File: config.mk
export PLATFORM = sky130hd
export DESIGN_NAME = stereo_crossfeed_filter
export DESIGN_NICKNAME = d
export VERILOG_FILES = /design/src/hw/rtl/scf_pkg.sv /design/src/hw/rtl/stereo_crossfeed_filter.sv /design/src/hw/rtl/scf_cfg_regs.sv /design/src/hw/rtl/scf_sequencer.sv /design/src/hw/rtl/scf_datapath.sv
export SDC_FILE = /design/constraint.sdc
export NUM_CORES = 2
export LEC_CHECK = 0
export BUFFER_PORTS_ARGS = -buffer_cell sky130_fd_sc_hd__buf_4
export CAP_MARGIN = 20
export CORE_MARGIN = 4
export CORE_UTILIZATION = 50
export CTS_CLUSTER_SIZE = 24
export DETAILED_ROUTE_END_ITERATION = 10
export GPL_TIMING_DRIVEN = 0
export PLACE_DENSITY = 0.69
export SYNTH_ARGS = -nofsm -noshare
export SYNTH_HDL_FRONTEND = slang
export SYNTH_SLANG_ARGS = --single-unit
File: constraint.sdc
create_clock -name clk -period 9.55 [get_ports clk]
set_input_delay 0.955 -clock clk [delete_from_list [all_inputs] [get_ports clk]]
set_output_delay 0.955 -clock clk [all_outputs]
set_load 0.01 [all_outputs]
File: src/hw/rtl/scf_pkg.sv
// Shared types, constants and microcode table for the stereo crossfeed filter.
package scf_pkg;

	// Field and datapath widths
	localparam int SAMPLE_BITS_DEF = 24;
	localparam int COEF_W          = 26;
	localparam int COEF_FRAC       = 22;
	localparam int STATE_W         = 32;
	localparam int MUL_B_W         = 33;                 // state + state, or a sample up to 32 bits
	localparam int PROD_W          = COEF_W + MUL_B_W;
	localparam int ACC_W           = PROD_W + 2;         // three products summed
	localparam int RND_W           = ACC_W - COEF_FRAC;

	// Configuration port
	localparam int NUM_REGS  = 6;
	localparam int REG_IDX_W = 3;
	localparam int ADDR_W    = REG_IDX_W + 2;
	localparam int PDATA_W   = 32;

	// Register indexes
	localparam logic [REG_IDX_W-1:0] REG_LP_A0 = 3'd0;
	localparam logic [REG_IDX_W-1:0] REG_LP_B1 = 3'd1;
	localparam logic [REG_IDX_W-1:0] REG_HS_A0 = 3'd2;
	localparam logic [REG_IDX_W-1:0] REG_HS_A1 = 3'd3;
	localparam logic [REG_IDX_W-1:0] REG_HS_B1 = 3'd4;
	localparam logic [REG_IDX_W-1:0] REG_GAIN  = 3'd5;

	// Coefficient reset values (1.0 in Q3.22 for the pass-through terms)
	localparam logic signed [COEF_W-1:0] COEF_ONE  = 26'sd4194304;
	localparam logic signed [COEF_W-1:0] COEF_ZERO = 26'sd0;

	typedef struct packed {
		logic signed [COEF_W-1:0] lp_a0;
		logic signed [COEF_W-1:0] lp_b1;
		logic signed [COEF_W-1:0] hs_a0;
		logic signed [COEF_W-1:0] hs_a1;
		logic signed [COEF_W-1:0] hs_b1;
		logic signed [COEF_W-1:0] gain;
	} scf_coefs_t;

	// Microcode fields
	typedef enum logic [2:0] {
		C_LP_A0, C_LP_B1, C_HS_A0, C_HS_A1, C_HS_B1, C_GAIN
	} coef_sel_t;

	typedef enum logic [3:0] {
		D_X0, D_X1, D_LO0, D_LO1, D_HI0, D_HI1, D_PREV0, D_PREV1, D_MIX0, D_MIX1
	} data_sel_t;

	typedef enum logic [1:0] {
		MAC_NONE, MAC_LOAD, MAC_ADD
	} mac_op_t;

	typedef enum logic [2:0] {
		WB_NONE, WB_LO0, WB_HI0, WB_LO1, WB_HI1, WB_OUT_L, WB_OUT_R
	} wb_sel_t;

	typedef enum logic [1:0] {
		SEQ_NEXT, SEQ_WAIT_IN, SEQ_WAIT_OUT
	} seq_op_t;

	localparam int NSTEPS = 16;
	localparam int STEP_W = $clog2(NSTEPS);

	typedef struct packed {
		coef_sel_t         coef;
		data_sel_t         data;
		mac_op_t           mac;
		wb_sel_t           wb;
		seq_op_t           seq;
		logic [STEP_W-1:0] target;
	} scf_ctrl_t;

	// Program for one frame. mac acts on the product in the next step;
	// wb reads the accumulator as it stands in that step.
	localparam scf_ctrl_t UCODE [NSTEPS] = '{
		'{C_GAIN,  D_X0,    MAC_NONE, WB_NONE,  SEQ_WAIT_IN,  4'd1}, // wait for a frame
		'{C_LP_A0, D_X0,    MAC_LOAD, WB_NONE,  SEQ_NEXT,     4'd0}, // left low-pass
		'{C_LP_B1, D_LO0,   MAC_ADD,  WB_NONE,  SEQ_NEXT,     4'd0},
		'{C_HS_A0, D_X0,    MAC_LOAD, WB_NONE,  SEQ_NEXT,     4'd0}, // left shelf
		'{C_HS_A1, D_PREV0, MAC_ADD,  WB_LO0,   SEQ_NEXT,     4'd0},
		'{C_HS_B1, D_HI0,   MAC_ADD,  WB_NONE,  SEQ_NEXT,     4'd0},
		'{C_LP_A0, D_X1,    MAC_LOAD, WB_NONE,  SEQ_NEXT,     4'd0}, // right low-pass
		'{C_LP_B1, D_LO1,   MAC_ADD,  WB_HI0,   SEQ_NEXT,     4'd0},
		'{C_HS_A0, D_X1,    MAC_LOAD, WB_NONE,  SEQ_NEXT,     4'd0}, // right shelf
		'{C_HS_A1, D_PREV1, MAC_ADD,  WB_LO1,   SEQ_NEXT,     4'd0},
		'{C_HS_B1, D_HI1,   MAC_ADD,  WB_NONE,  SEQ_NEXT,     4'd0},
		'{C_GAIN,  D_MIX0,  MAC_LOAD, WB_NONE,  SEQ_NEXT,     4'd0}, // left mix
		'{C_GAIN,  D_MIX0,  MAC_NONE, WB_HI1,   SEQ_NEXT,     4'd0},
		'{C_GAIN,  D_MIX1,  MAC_LOAD, WB_OUT_L, SEQ_NEXT,     4'd0}, // right mix
		'{C_GAIN,  D_MIX1,  MAC_NONE, WB_NONE,  SEQ_NEXT,     4'd0},
		'{C_GAIN,  D_MIX1,  MAC_NONE, WB_OUT_R, SEQ_WAIT_OUT, 4'd0}  // hand off result
	};

endpackage

File: src/hw/rtl/stereo_crossfeed_filter.sv
// Top level of the stereo crossfeed filter.
// Frames pass one at a time through the single shared multiplier, which steps
// through a 16-word microprogram; a stalled output holds the last step.
// A new frame is taken while the previous result still waits on the output.
// Reset (arst_n low, asynchronous) clears filter state and restores coefficients.
module stereo_crossfeed_filter #(
	parameter int SAMPLE_BITS = scf_pkg::SAMPLE_BITS_DEF
) (
	input  logic                          clk,
	input  logic                          arst_n,
	input  logic                          psel,
	input  logic                          penable,
	input  logic                          pwrite,
	input  logic [scf_pkg::ADDR_W-1:0]    paddr,
	input  logic [scf_pkg::PDATA_W-1:0]   pwdata,
	output logic [scf_pkg::PDATA_W-1:0]   prdata,
	output logic                          pready,
	input  logic                          in_valid,
	output logic                          in_stall,
	input  logic signed [SAMPLE_BITS-1:0] left_sample,
	input  logic signed [SAMPLE_BITS-1:0] right_sample,
	input  logic                          frame_last,
	output logic                          out_valid,
	input  logic                          out_stall,
	output logic signed [SAMPLE_BITS-1:0] left_result,
	output logic signed [SAMPLE_BITS-1:0] right_result,
	output logic                          result_last
);
	import scf_pkg::*;

	scf_coefs_t coefs;
	scf_ctrl_t  ctrl;
	logic       accept;
	logic       out_free;

	// Output slot can take a result when empty or leaving this cycle
	assign out_free = !out_valid || !out_stall;

	scf_cfg_regs u_cfg (
		.clk     (clk),
		.arst_n  (arst_n),
		.psel    (psel),
		.penable (penable),
		.pwrite  (pwrite),
		.paddr   (paddr),
		.pwdata  (pwdata),
		.prdata  (prdata),
		.pready  (pready),
		.coefs   (coefs)
	);

	scf_sequencer u_seq (
		.clk      (clk),
		.arst_n   (arst_n),
		.in_valid (in_valid),
		.out_free (out_free),
		.in_stall (in_stall),
		.accept   (accept),
		.ctrl     (ctrl)
	);

	scf_datapath #(
		.SAMPLE_BITS (SAMPLE_BITS)
	) u_dp (
		.clk          (clk),
		.arst_n       (arst_n),
		.ctrl         (ctrl),
		.coefs        (coefs),
		.accept       (accept),
		.left_sample  (left_sample),
		.right_sample (right_sample),
		.frame_last   (frame_last),
		.out_stall    (out_stall),
		.out_valid    (out_valid),
		.left_result  (left_result),
		.right_result (right_result),
		.result_last  (result_last)
	);

endmodule

File: src/hw/rtl/scf_cfg_regs.sv
// APB-style coefficient register file.
module scf_cfg_regs (
	input  logic                          clk,
	input  logic                          arst_n,
	input  logic                          psel,
	input  logic                          penable,
	input  logic                          pwrite,
	input  logic [scf_pkg::ADDR_W-1:0]    paddr,
	input  logic [scf_pkg::PDATA_W-1:0]   pwdata,
	output logic [scf_pkg::PDATA_W-1:0]   prdata,
	output logic                          pready,
	output scf_pkg::scf_coefs_t           coefs
);
	import scf_pkg::*;

	logic signed [COEF_W-1:0] cfg_q [NUM_REGS];
	logic [REG_IDX_W-1:0]     idx;
	logic                     idx_ok;
	logic                     wr;

	assign idx    = paddr[ADDR_W-1:2];
	assign idx_ok = (idx < REG_IDX_W'(NUM_REGS));
	assign wr     = psel && penable && pwrite;
	assign pready = 1'b1;

	// Register writes; indexes past the last register are dropped
	always_ff @(posedge clk or negedge arst_n) begin
		if (!arst_n) begin
			cfg_q[REG_LP_A0] <= COEF_ZERO;
			cfg_q[REG_LP_B1] <= COEF_ZERO;
			cfg_q[REG_HS_A0] <= COEF_ONE;
			cfg_q[REG_HS_A1] <= COEF_ZERO;
			cfg_q[REG_HS_B1] <= COEF_ZERO;
			cfg_q[REG_GAIN]  <= COEF_ZERO + COEF_ONE;
		end else if (wr && idx_ok) begin
			cfg_q[idx] <= pwdata[COEF_W-1:0];
		end
	end

	// Readback, sign-extended
	always_comb begin
		prdata = '0;
		if (idx_ok) begin
			prdata = PDATA_W'(cfg_q[idx]);
		end
	end

	assign coefs.lp_a0 = cfg_q[REG_LP_A0];
	assign coefs.lp_b1 = cfg_q[REG_LP_B1];
	assign coefs.hs_a0 = cfg_q[REG_HS_A0];
	assign coefs.hs_a1 = cfg_q[REG_HS_A1];
	assign coefs.hs_b1 = cfg_q[REG_HS_B1];
	assign coefs.gain  = cfg_q[REG_GAIN];

endmodule

File: src/hw/rtl/scf_sequencer.sv
// Microcode sequencer: step counter, control ROM and conditional jumps.
module scf_sequencer (
	input  logic                 clk,
	input  logic                 arst_n,
	input  logic                 in_valid,
	input  logic                 out_free,
	output logic                 in_stall,
	output logic                 accept,
	output scf_pkg::scf_ctrl_t   ctrl
);
	import scf_pkg::*;

	logic [STEP_W-1:0] step_q;
	logic [STEP_W-1:0] step_d;
	scf_ctrl_t         w;

	assign w        = UCODE[step_q];
	assign in_stall = (w.seq != SEQ_WAIT_IN);
	assign accept   = in_valid && (w.seq == SEQ_WAIT_IN);

	// Next step; a held step issues no write-back
	always_comb begin
		ctrl   = w;
		step_d = step_q;
		case (w.seq)
			SEQ_NEXT: begin
				step_d = step_q + 1'b1;
			end
			SEQ_WAIT_IN: begin
				if (in_valid) begin
					step_d = w.target;
				end
			end
			SEQ_WAIT_OUT: begin
				if (out_free) begin
					step_d = w.target;
				end else begin
					ctrl.wb = WB_NONE;
				end
			end
			default: begin
				step_d = step_q;
			end
		endcase
	end

	always_ff @(posedge clk or negedge arst_n) begin
		if (!arst_n) begin
			step_q <= '0;
		end else begin
			step_q <= step_d;
		end
	end

	a_accept_starts: assert property (@(posedge clk) disable iff (!arst_n)
		accept |=> (step_q != '0))
		else $error("frame transfer did not start the program");

	a_hold_out: assert property (@(posedge clk) disable iff (!arst_n)
		(w.seq == SEQ_WAIT_OUT && !out_free) |=> (step_q == $past(step_q)))
		else $error("sequencer left the hand-off step while the output was busy");

	a_idle_quiet: assert property (@(posedge clk) disable iff (!arst_n)
		!in_stall |-> (ctrl.mac == MAC_NONE && ctrl.wb == WB_NONE))
		else $error("datapath active while waiting for a frame");

	a_step_adv: assert property (@(posedge clk) disable iff (!arst_n)
		(w.seq == SEQ_NEXT) |=> (step_q == $past(step_q) + 1'b1))
		else $error("step counter skipped");

endmodule

File: src/hw/rtl/scf_datapath.sv
// Shared multiply-accumulate datapath, filter state and output register.
module scf_datapath #(
	parameter int SAMPLE_BITS = scf_pkg::SAMPLE_BITS_DEF
) (
	input  logic                          clk,
	input  logic                          arst_n,
	input  scf_pkg::scf_ctrl_t            ctrl,
	input  scf_pkg::scf_coefs_t           coefs,
	input  logic                          accept,
	input  logic signed [SAMPLE_BITS-1:0] left_sample,
	input  logic signed [SAMPLE_BITS-1:0] right_sample,
	input  logic                          frame_last,
	input  logic                          out_stall,
	output logic                          out_valid,
	output logic signed [SAMPLE_BITS-1:0] left_result,
	output logic signed [SAMPLE_BITS-1:0] right_result,
	output logic                          result_last
);
	import scf_pkg::*;

	localparam logic signed [ACC_W-1:0] RND_HALF = ACC_W'(1) << (COEF_FRAC - 1);
	localparam logic signed [RND_W-1:0] ST_MAX   = (RND_W'(1) << (STATE_W - 1)) - RND_W'(1);
	localparam logic signed [RND_W-1:0] ST_MIN   = ~ST_MAX;
	localparam logic signed [RND_W-1:0] SMP_MAX  =
		(RND_W'(1) << (SAMPLE_BITS - 1)) - RND_W'(1);
	localparam logic signed [RND_W-1:0] SMP_MIN  = ~SMP_MAX;

	logic signed [SAMPLE_BITS-1:0] x_q [2];
	logic signed [SAMPLE_BITS-1:0] prev_q [2];
	logic signed [STATE_W-1:0]     lo_q [2];
	logic signed [STATE_W-1:0]     hi_q [2];
	logic                          last_q;

	logic signed [COEF_W-1:0]      op_a;
	logic signed [MUL_B_W-1:0]     op_b;
	logic signed [PROD_W-1:0]      prod_s1;
	mac_op_t                       mac_s1;
	logic signed [ACC_W-1:0]       acc_q;
	logic signed [ACC_W-1:0]       acc_rnd;
	logic signed [RND_W-1:0]       rnd;
	logic signed [STATE_W-1:0]     state_sat;
	logic signed [SAMPLE_BITS-1:0] out_sat;

	logic signed [SAMPLE_BITS-1:0] left_hold_q;
	logic signed [SAMPLE_BITS-1:0] left_result_q;
	logic signed [SAMPLE_BITS-1:0] right_result_q;
	logic                          result_last_q;
	logic                          out_valid_q;

	// Frame capture on transfer
	always_ff @(posedge clk) begin
		if (accept) begin
			x_q[0] <= left_sample;
			x_q[1] <= right_sample;
			last_q <= frame_last;
		end
	end

	// Coefficient operand
	always_comb begin
		case (ctrl.coef)
			C_LP_A0: op_a = coefs.lp_a0;
			C_LP_B1: op_a = coefs.lp_b1;
			C_HS_A0: op_a = coefs.hs_a0;
			C_HS_A1: op_a = coefs.hs_a1;
			C_HS_B1: op_a = coefs.hs_b1;
			C_GAIN:  op_a = coefs.gain;
			default: op_a = coefs.gain;
		endcase
	end

	// Data operand; the mix sums are exact at 33 bits
	always_comb begin
		case (ctrl.data)
			D_X0:    op_b = MUL_B_W'(x_q[0]);
			D_X1:    op_b = MUL_B_W'(x_q[1]);
			D_LO0:   op_b = MUL_B_W'(lo_q[0]);
			D_LO1:   op_b = MUL_B_W'(lo_q[1]);
			D_HI0:   op_b = MUL_B_W'(hi_q[0]);
			D_HI1:   op_b = MUL_B_W'(hi_q[1]);
			D_PREV0: op_b = MUL_B_W'(prev_q[0]);
			D_PREV1: op_b = MUL_B_W'(prev_q[1]);
			D_MIX0:  op_b = MUL_B_W'(hi_q[0]) + MUL_B_W'(lo_q[1]);
			D_MIX1:  op_b = MUL_B_W'(hi_q[1]) + MUL_B_W'(lo_q[0]);
			default: op_b = '0;
		endcase
	end

	// Multiplier stage
	always_ff @(posedge clk) begin
		prod_s1 <= op_a * op_b;
	end

	always_ff @(posedge clk or negedge arst_n) begin
		if (!arst_n) begin
			mac_s1 <= MAC_NONE;
		end else begin
			mac_s1 <= ctrl.mac;
		end
	end

	// Accumulator
	always_ff @(posedge clk) begin
		case (mac_s1)
			MAC_LOAD: acc_q <= ACC_W'(prod_s1);
			MAC_ADD:  acc_q <= acc_q + ACC_W'(prod_s1);
			default:  acc_q <= acc_q;
		endcase
	end

	// Round half up by 22 bits, then clamp to state and sample ranges
	assign acc_rnd = acc_q + RND_HALF;
	assign rnd     = RND_W'(acc_rnd >>> COEF_FRAC);

	always_comb begin
		if (rnd > ST_MAX) begin
			state_sat = ST_MAX[STATE_W-1:0];
		end else if (rnd < ST_MIN) begin
			state_sat = ST_MIN[STATE_W-1:0];
		end else begin
			state_sat = rnd[STATE_W-1:0];
		end
		if (rnd > SMP_MAX) begin
			out_sat = SMP_MAX[SAMPLE_BITS-1:0];
		end else if (rnd < SMP_MIN) begin
			out_sat = SMP_MIN[SAMPLE_BITS-1:0];
		end else begin
			out_sat = rnd[SAMPLE_BITS-1:0];
		end
	end

	// Filter state write-back
	always_ff @(posedge clk or negedge arst_n) begin
		if (!arst_n) begin
			lo_q[0]   <= '0;
			lo_q[1]   <= '0;
			hi_q[0]   <= '0;
			hi_q[1]   <= '0;
			prev_q[0] <= '0;
			prev_q[1] <= '0;
		end else begin
			case (ctrl.wb)
				WB_LO0: lo_q[0] <= state_sat;
				WB_LO1: lo_q[1] <= state_sat;
				WB_HI0: begin
					hi_q[0]   <= state_sat;
					prev_q[0] <= x_q[0];
				end
				WB_HI1: begin
					hi_q[1]   <= state_sat;
					prev_q[1] <= x_q[1];
				end
				default: begin
				end
			endcase
		end
	end

	// Output payload
	always_ff @(posedge clk) begin
		if (ctrl.wb == WB_OUT_L) begin
			left_hold_q <= out_sat;
		end
		if (ctrl.wb == WB_OUT_R) begin
			left_result_q  <= left_hold_q;
			right_result_q <= out_sat;
			result_last_q  <= last_q;
		end
	end

	// Output valid: set on hand-off, cleared by a transfer
	always_ff @(posedge clk or negedge arst_n) begin
		if (!arst_n) begin
			out_valid_q <= 1'b0;
		end else if (ctrl.wb == WB_OUT_R) begin
			out_valid_q <= 1'b1;
		end else if (!out_stall) begin
			out_valid_q <= 1'b0;
		end
	end

	assign out_valid    = out_valid_q;
	assign left_result  = left_result_q;
	assign right_result = right_result_q;
	assign result_last  = result_last_q;

	a_no_overwrite: assert property (@(posedge clk) disable iff (!arst_n)
		(ctrl.wb == WB_OUT_R) |-> (!out_valid_q || !out_stall))
		else $error("result overwritten while still stalled");

	a_valid_source: assert property (@(posedge clk) disable iff (!arst_n)
		$rose(out_valid_q) |-> $past(ctrl.wb == WB_OUT_R))
		else $error("output valid without a hand-off");

	a_load_after_mul: assert property (@(posedge clk) disable iff (!arst_n)
		(ctrl.wb == WB_OUT_R) |-> (mac_s1 == MAC_NONE))
		else $error("accumulator moving during result hand-off");

endmodule
Yosys cells after proc, flatten, opt, wreduce, memory -nomap -nowiden
Memories as Yosys holds them, arrays and structs flattened.
Index checks and enable logic that the tools add are counted.
W data, S select, Z words.
{ "word_totals": {"register_bits": 533, "ram_bits": 48, "romBits": 288, "output_inout_bits": 84, "elab_cells": 106, "mem_count": 2} }
{ "op_classes": {"n_addsub": 5, "multipliers": 1, "n_lt_le_gt_ge": 8, "eq_ne": 27, "n_mux": 25, "bitwise": 2, "n_reduce_logical": 14} }
{ "memory_table": {"columns": ["name", "depth", "word_bits", "rd", "rd_clocked_by_memory_dff", "wr", "line_no", "text"], "rows": [
  ["(name not given)", 16, 18, 1, 0, 0, "scf_sequencer.sv:17", "assign w = UCODE[step_q];"],
  ["u_dp.x_q", 2, 24, 2, 0, 2, "scf_datapath.sv:28", "logic signed [SAMPLE_BITS-1:0] x_q [2];"]
]} }
{ "op_table": {"columns": ["op", "count"], "rows": [
  ["$pmux W33 S10", 1],
  ["$bwmux W156", 1],
  ["$pmux W26 S5", 1],
  ["$pmux W61 S2", 1],
  ["$mux W32", 3],
  ["$bmux W26 S3", 1],
  ["$demux W26 S3", 1],
  ["$mux W26", 3],
  ["$add A32 B32 Y33", 2],
  ["$add A61 B23 Y61 const B", 1],
  ["$add A61 B59 Y61", 1],
  ["$mul A26 B33 Y59", 1],
  ["$mux W24", 2],
  ["$gt A39 B24 Y1 const B", 1],
  ["$gt A39 B32 Y1 const B", 1],
  ["$lt A39 B24 Y1 const B", 1],
  ["$lt A39 B32 Y1 const B", 1],
  ["$mux W18", 2],
  ["$eq A4 B3 Y1 const B", 4],
  ["$eq A3 B2 Y1 const B", 4],
  ["$eq A3 B3 Y1 const B", 4],
  ["$pmux W4 S3", 1],
  ["$eq A4 B2 Y1 const B", 2],
  ["$eq A4 B4 Y1 const B", 2],
  ["other kinds (25)", 40]
]} }

Longest topological paths before layout
{ "depth": {"depth_word": 8, "depth_mapped": 42, "mapped_depth_nobuf": 40} }

Hierarchy
From an unflattened synthesis, not the netlist that was laid out.
{ "unflattened": {"hier_cells": 6470, "hier_area_um2": 63154.3} }
{ "by_module_without_submodules": {"columns": ["mod", "n_inst", "cells_each", "area_each_um2"], "rows": [
  ["scf_datapath", 1, 5899, 54906.4],
  ["scf_cfg_regs", 1, 494, 7657.3],
  ["scf_sequencer", 1, 76, 586.8],
  ["stereo_crossfeed_filter", 1, 1, 3.8]
]} }

Worst setup path before layout
Ideal clock, no wire load.
{ "synth_path": {"path_type": "reg2reg", "startpoint": "register u_seq.step_q[1]", "endpoint": "register u_dp.prod_s1[57]", "setup_time_ns": 0.072, "t_arrival_ns": 9.049, "required_ns": 9.478, "path_slack_ns": 0.429, "path_stages_with_launch": 38, "n_path_buf": 4, "period_less_slack_ns": 9.121, "cell_sequence": "dfrtp_1 > clkbuf_1 > inv_1 > ha_1 > inv_1 > a21oi_1 > o22a_1 > buf_2 > nand2_1 > nor2_1 > clkbuf_1 > a22oi_1 > nand3_1 > a211o_1 > clkbuf_1 > nand2_1 > fa_1 > inv_1 > [... 2 more ...] > inv_1 > fa_1 > fa_1 > inv_1 > fa_1 > fa_1 > ha_1 > a21oi_1 > o21ai_0 > a21o_1 > a221o_1 > o211ai_1 > a31oi_1 > a311o_1 > nand3_1 > o21ai_1 > a221oi_2 > xnor2_1"} }
{ "synth_between": {"elab_chain_cells": 7, "elab_cells_between_ends": 22} }
{ "synth_lines": {"columns": ["item", "line_no", "text"], "rows": [
  ["from (decl)", "scf_sequencer.sv:13", "logic [STEP_W-1:0] step_q;"],
  ["from (signal assigned)", "scf_sequencer.sv:51", "step_q <= step_d;"],
  ["$not A4 Y5 (implied by the code) *", "scf_sequencer.sv:17", null],
  ["$mem_v2 Z16 W18 *", null, null],
  ["$mux W18 (implied by the code) * (2 in a row)", "scf_sequencer.sv:17", null],
  ["$eq A4 B4 Y1 (tied with other cells)", "scf_datapath.sv:74", "case (ctrl.data)"],
  ["$pmux W33 S10 / $pmux W26 S5 (equally long branches)", "scf_datapath.sv:74, scf_datapath.sv:61", null],
  ["$mul A26 B33 Y59 *", "scf_datapath.sv:91", "prod_s1 <= op_a * op_b;"],
  ["to (signal assigned)", "scf_datapath.sv:91", null],
  ["to (decl)", "scf_datapath.sv:36", "logic signed [PROD_W-1:0] prod_s1;"]
]} }
Every way passes the cells marked *; elsewhere a longest branch is shown, timed or not. The select of a mux whose other input is x is not followed.
A chain may end at the register's enable or synchronous reset.

Worst setup path in the final report
{ "layout_path": {"startpoint": "register u_dp.hi_q[32] (netlist bit)", "endpoint": "register u_dp.prod_s1[57]"} }
{ "layout_between": {"elab_chain_cells": 3} }
{ "layout_lines": {"columns": ["item", "line_no", "text"], "rows": [
  ["from (decl)", "scf_datapath.sv:31", "logic signed [STATE_W-1:0] hi_q [2];"],
  ["$add A32 B32 Y33", "scf_datapath.sv:83", "D_MIX0: op_b = MUL_B_W'(hi_q[0]) + MUL_B_W'(lo_q[1]);"],
  ["$pmux W33 S10 *", "scf_datapath.sv:74", null],
  ["$mul A26 B33 Y59 *", "scf_datapath.sv:91", null]
]} }
Every way passes the cells marked *; elsewhere a longest branch is shown, timed or not.

==> results.sh <==
export IMPL_portBuffers=165
export IMPL_path_delay_family="adder cells"
export IMPL_grtUsageTotal=0.360
export IMPL_cts_sinks=581
export IMPL_yosysWarnings=0
export IMPL_slew_headroom=0.316
export IMPL_insertion_delay_ps=730
export IMPL_fin_ws_ps=-640
export IMPL_cp_max_fo=5
export IMPL_status="complete, but fails checks"
export IMPL_postRouteAntennaNets=0
export IMPL_crit_slowest_cell="fa_2"
export IMPL_fillers=10157
export IMPL_end_kind="register"
export IMPL_overflow=0
export IMPL_critical_path_most_common_cell="inv_2"
export IMPL_synth_seq_cells=581
export IMPL_clock_skew_ps=88.2
export IMPL_r2r_start="u_dp.hi_q[32]$_DFFE_PN0N_"
export IMPL_finalNetCount=8097
export IMPL_clock_fmax_mhz=98.1
export IMPL_worstRegToRegCells=42
export IMPL_synth_edff_count=183
export IMPL_final_cell_mix="inv_1, fa_1, nand2_1, buf_4, dfrtp_1"
export IMPL_syn_num_nets=7530
export IMPL_avgSynthCellArea_um2=9.81
export IMPL_gp_congestion=1.03
export IMPL_path_buf_inv=10
export IMPL_htree_levels=3
export IMPL_synth_seq_area_share=0.247
export IMPL_setup_violations=21
export IMPL_dr_pass1_iters=7
export IMPL_drc=0
export IMPL_fp_coreArea_um2=122000
export IMPL_die_area_um2=129000
export IMPL_period_share=1.07
export IMPL_synth_cells=6264
export IMPL_hold_path_class="in -> async"
export IMPL_cts_buffers=70
export IMPL_min_period_ps=10190
export IMPL_arrival_ps=10690
export IMPL_drv_slew=0
export IMPL_cts_tree="done"
export IMPL_hold_viol=0
export IMPL_rsz0062_at_grt="yes"
export IMPL_ys_types=104
export IMPL_syn2layout_area_growth_pct=20.0
export IMPL_antenna_found_initial=13
export IMPL_setup_tns_ps=-7160
export IMPL_initialDrtViolationCount=5596
export IMPL_critPathLaunchType="register"
export IMPL_die_x_um=359
export IMPL_utilization=0.605
export IMPL_holdWs_ps=178
export IMPL_required_ps=10050
export IMPL_first_global_vias=52594
export IMPL_synthArstFlopShare=0.583
export IMPL_vias=51144
export IMPL_failed_checks="negative setup slack"
export IMPL_start_util=0.504
export IMPL_ys_flop_type="dfrtp_1"
export IMPL_place_hpwl_mm=177
export IMPL_grt_pass1_wl_mm=340
export IMPL_rrSetupSlack_ps=-640
export IMPL_drive_above_1_share=0.226
export IMPL_cpPeakStageDelay_ps=660
export IMPL_grt_max_degree=117
export IMPL_final_common_cell="inv_1"
export IMPL_die_h_um=359
export IMPL_rows=128
export IMPL_reg2reg_to="u_dp.prod_s1[57]$_DFF_P_"
export IMPL_worstMarginPinSlew_ps=1020
export IMPL_clock_path_buffers=3
export IMPL_via_per_inst=6.01
export IMPL_wire_per_inst_um=27.2
export IMPL_netlist_area_um2=61500
export IMPL_drt_wl_total_mm=232
export IMPL_clkTransAtPathRegs_ps=60
export IMPL_critical_path_class="reg -> reg"
export IMPL_cp_depth=42
export IMPL_cts_root_buf="clkbuf_16"
export IMPL_drv_cap=0
export IMPL_io_pins=177
-- layer usage --
| metal | vias up | routed length, µm | global-route usage |
|---|---|---|---|
| met1 | 25702 | 86900 | 0.456 |
| met3 | 775 | 27000 | 0.111 |
| li1 | 21673 | - | - |
| met4 | 6 | 17800 | 0.226 |
| met2 | 2988 | 99700 | 0.538 |
| met5 | - | 76 | 0 |
-- cells by family after synthesis --
| logic type | synth area share |
|---|---|
| compound gates | 0.122 |
| xor+xnor | 0.0278 |
| fa+ha+maj | 0.347 |
| buf+inv | 0.0821 |
| flops | 0.247 |
| mux | 0.0525 |
| other cells | 0.0000610 |
| simple gates | 0.123 |
-- metrics by stage --
stage	setup WS, ps	std cells	cell area [µm²]
after floorplan	429	6264	61500
after CTS	-439	8410	72000
after global routing	-761	8509	73700
after global placement	-4600	8054	64700
after detailed placement	-4200	8102	65400
final	-640	8515	73800
-- flip-flops by register name, summed over array words and instances, names as in the netlist, 2 cells and up --
signal             count
u_dp.mac_s1            2
u_dp.hi_q             64
u_seq.step_q           4
u_dp.right_result     24
u_dp.prod_s1          59
u_dp.prev_q           48
u_dp.lo_q             64
u_dp.x_q              48
u_dp.acc_q            61
u_dp.left_hold_q      24
u_dp.left_result      24
u_cfg.coefs          156
-- layout make-up --
type	instances	area, µm²	share of cell area
timing repair buffer	509	4350	0.0590
clock buffer	85	1870	0.0253
multi-input combinational	4382	43900	0.596
antenna	6	15.0	0.000204
tap	1625	2030	0.0276
inverter	989	3740	0.0507
buffer	298	2180	0.0296
sequential	581	15200	0.206
clock inverter	40	472	0.00640
-- worst reg2reg max path: cells and delay by family, from the launching register on --
family                   cells  cell delay (ps)
flip-flops                   1              410
buffers and inverters       10              960
adder cells (fa/ha/maj)     10             4470
AO/OA/AOI/OAI               17             3340
AND/OR/NAND/NOR              3              350
XOR/XNOR                     2              430
-- worst max-delay path by stage --
stage | start | endpoint
final | u_dp.hi_q[32]$_DFFE_PN0N_ | u_dp.prod_s1[57]$_DFF_P_
after CTS | u_dp.lo_q[0]$_DFFE_PN0N_ | u_dp.prod_s1[57]$_DFF_P_
after global routing | u_dp.hi_q[32]$_DFFE_PN0N_ | u_dp.prod_s1[57]$_DFF_P_
after floorplan | u_seq.step_q[1]$_DFFE_PN0P_ | u_dp.prod_s1[57]$_DFF_P_
after global placement | u_seq.step_q[1]$_DFFE_PN0P_ | u_dp.prod_s1[57]$_DFF_P_
after detailed placement | u_seq.step_q[1]$_DFFE_PN0P_ | u_dp.prod_s1[57]$_DFF_P_
-- cell usage after synthesis, drive strengths merged (99+ instances only) --
cell type / instances / area share
nor2: 336 / 0.021
a21oi: 259 / 0.021
buf: 111 / 0.0094
dfrtp: 337 / 0.14
nand3: 110 / 0.0093
edfxtp: 183 / 0.089
ha: 291 / 0.059
o21ai: 181 / 0.015
mux2: 259 / 0.047
a21o: 99 / 0.012
clkbuf: 201 / 0.012
o22a: 99 / 0.014
fa: 882 / 0.29
inv: 989 / 0.060
xnor2: 112 / 0.016
a22oi: 142 / 0.017
nor2b: 138 / 0.014
nand2: 736 / 0.045
-- what timing repair did --
action                     4_1_cts  5_1_grt
hold buffers                     0        0
gates resized for setup        700      282
setup endpoints to repair       49       34
pin swaps                      211      203
buffers inserted               197      111
cloned                           0        1
Power is left out: the tool's default activity adds up to more than one toggle a clock period on the data nets, which glitch-free logic cannot reach.
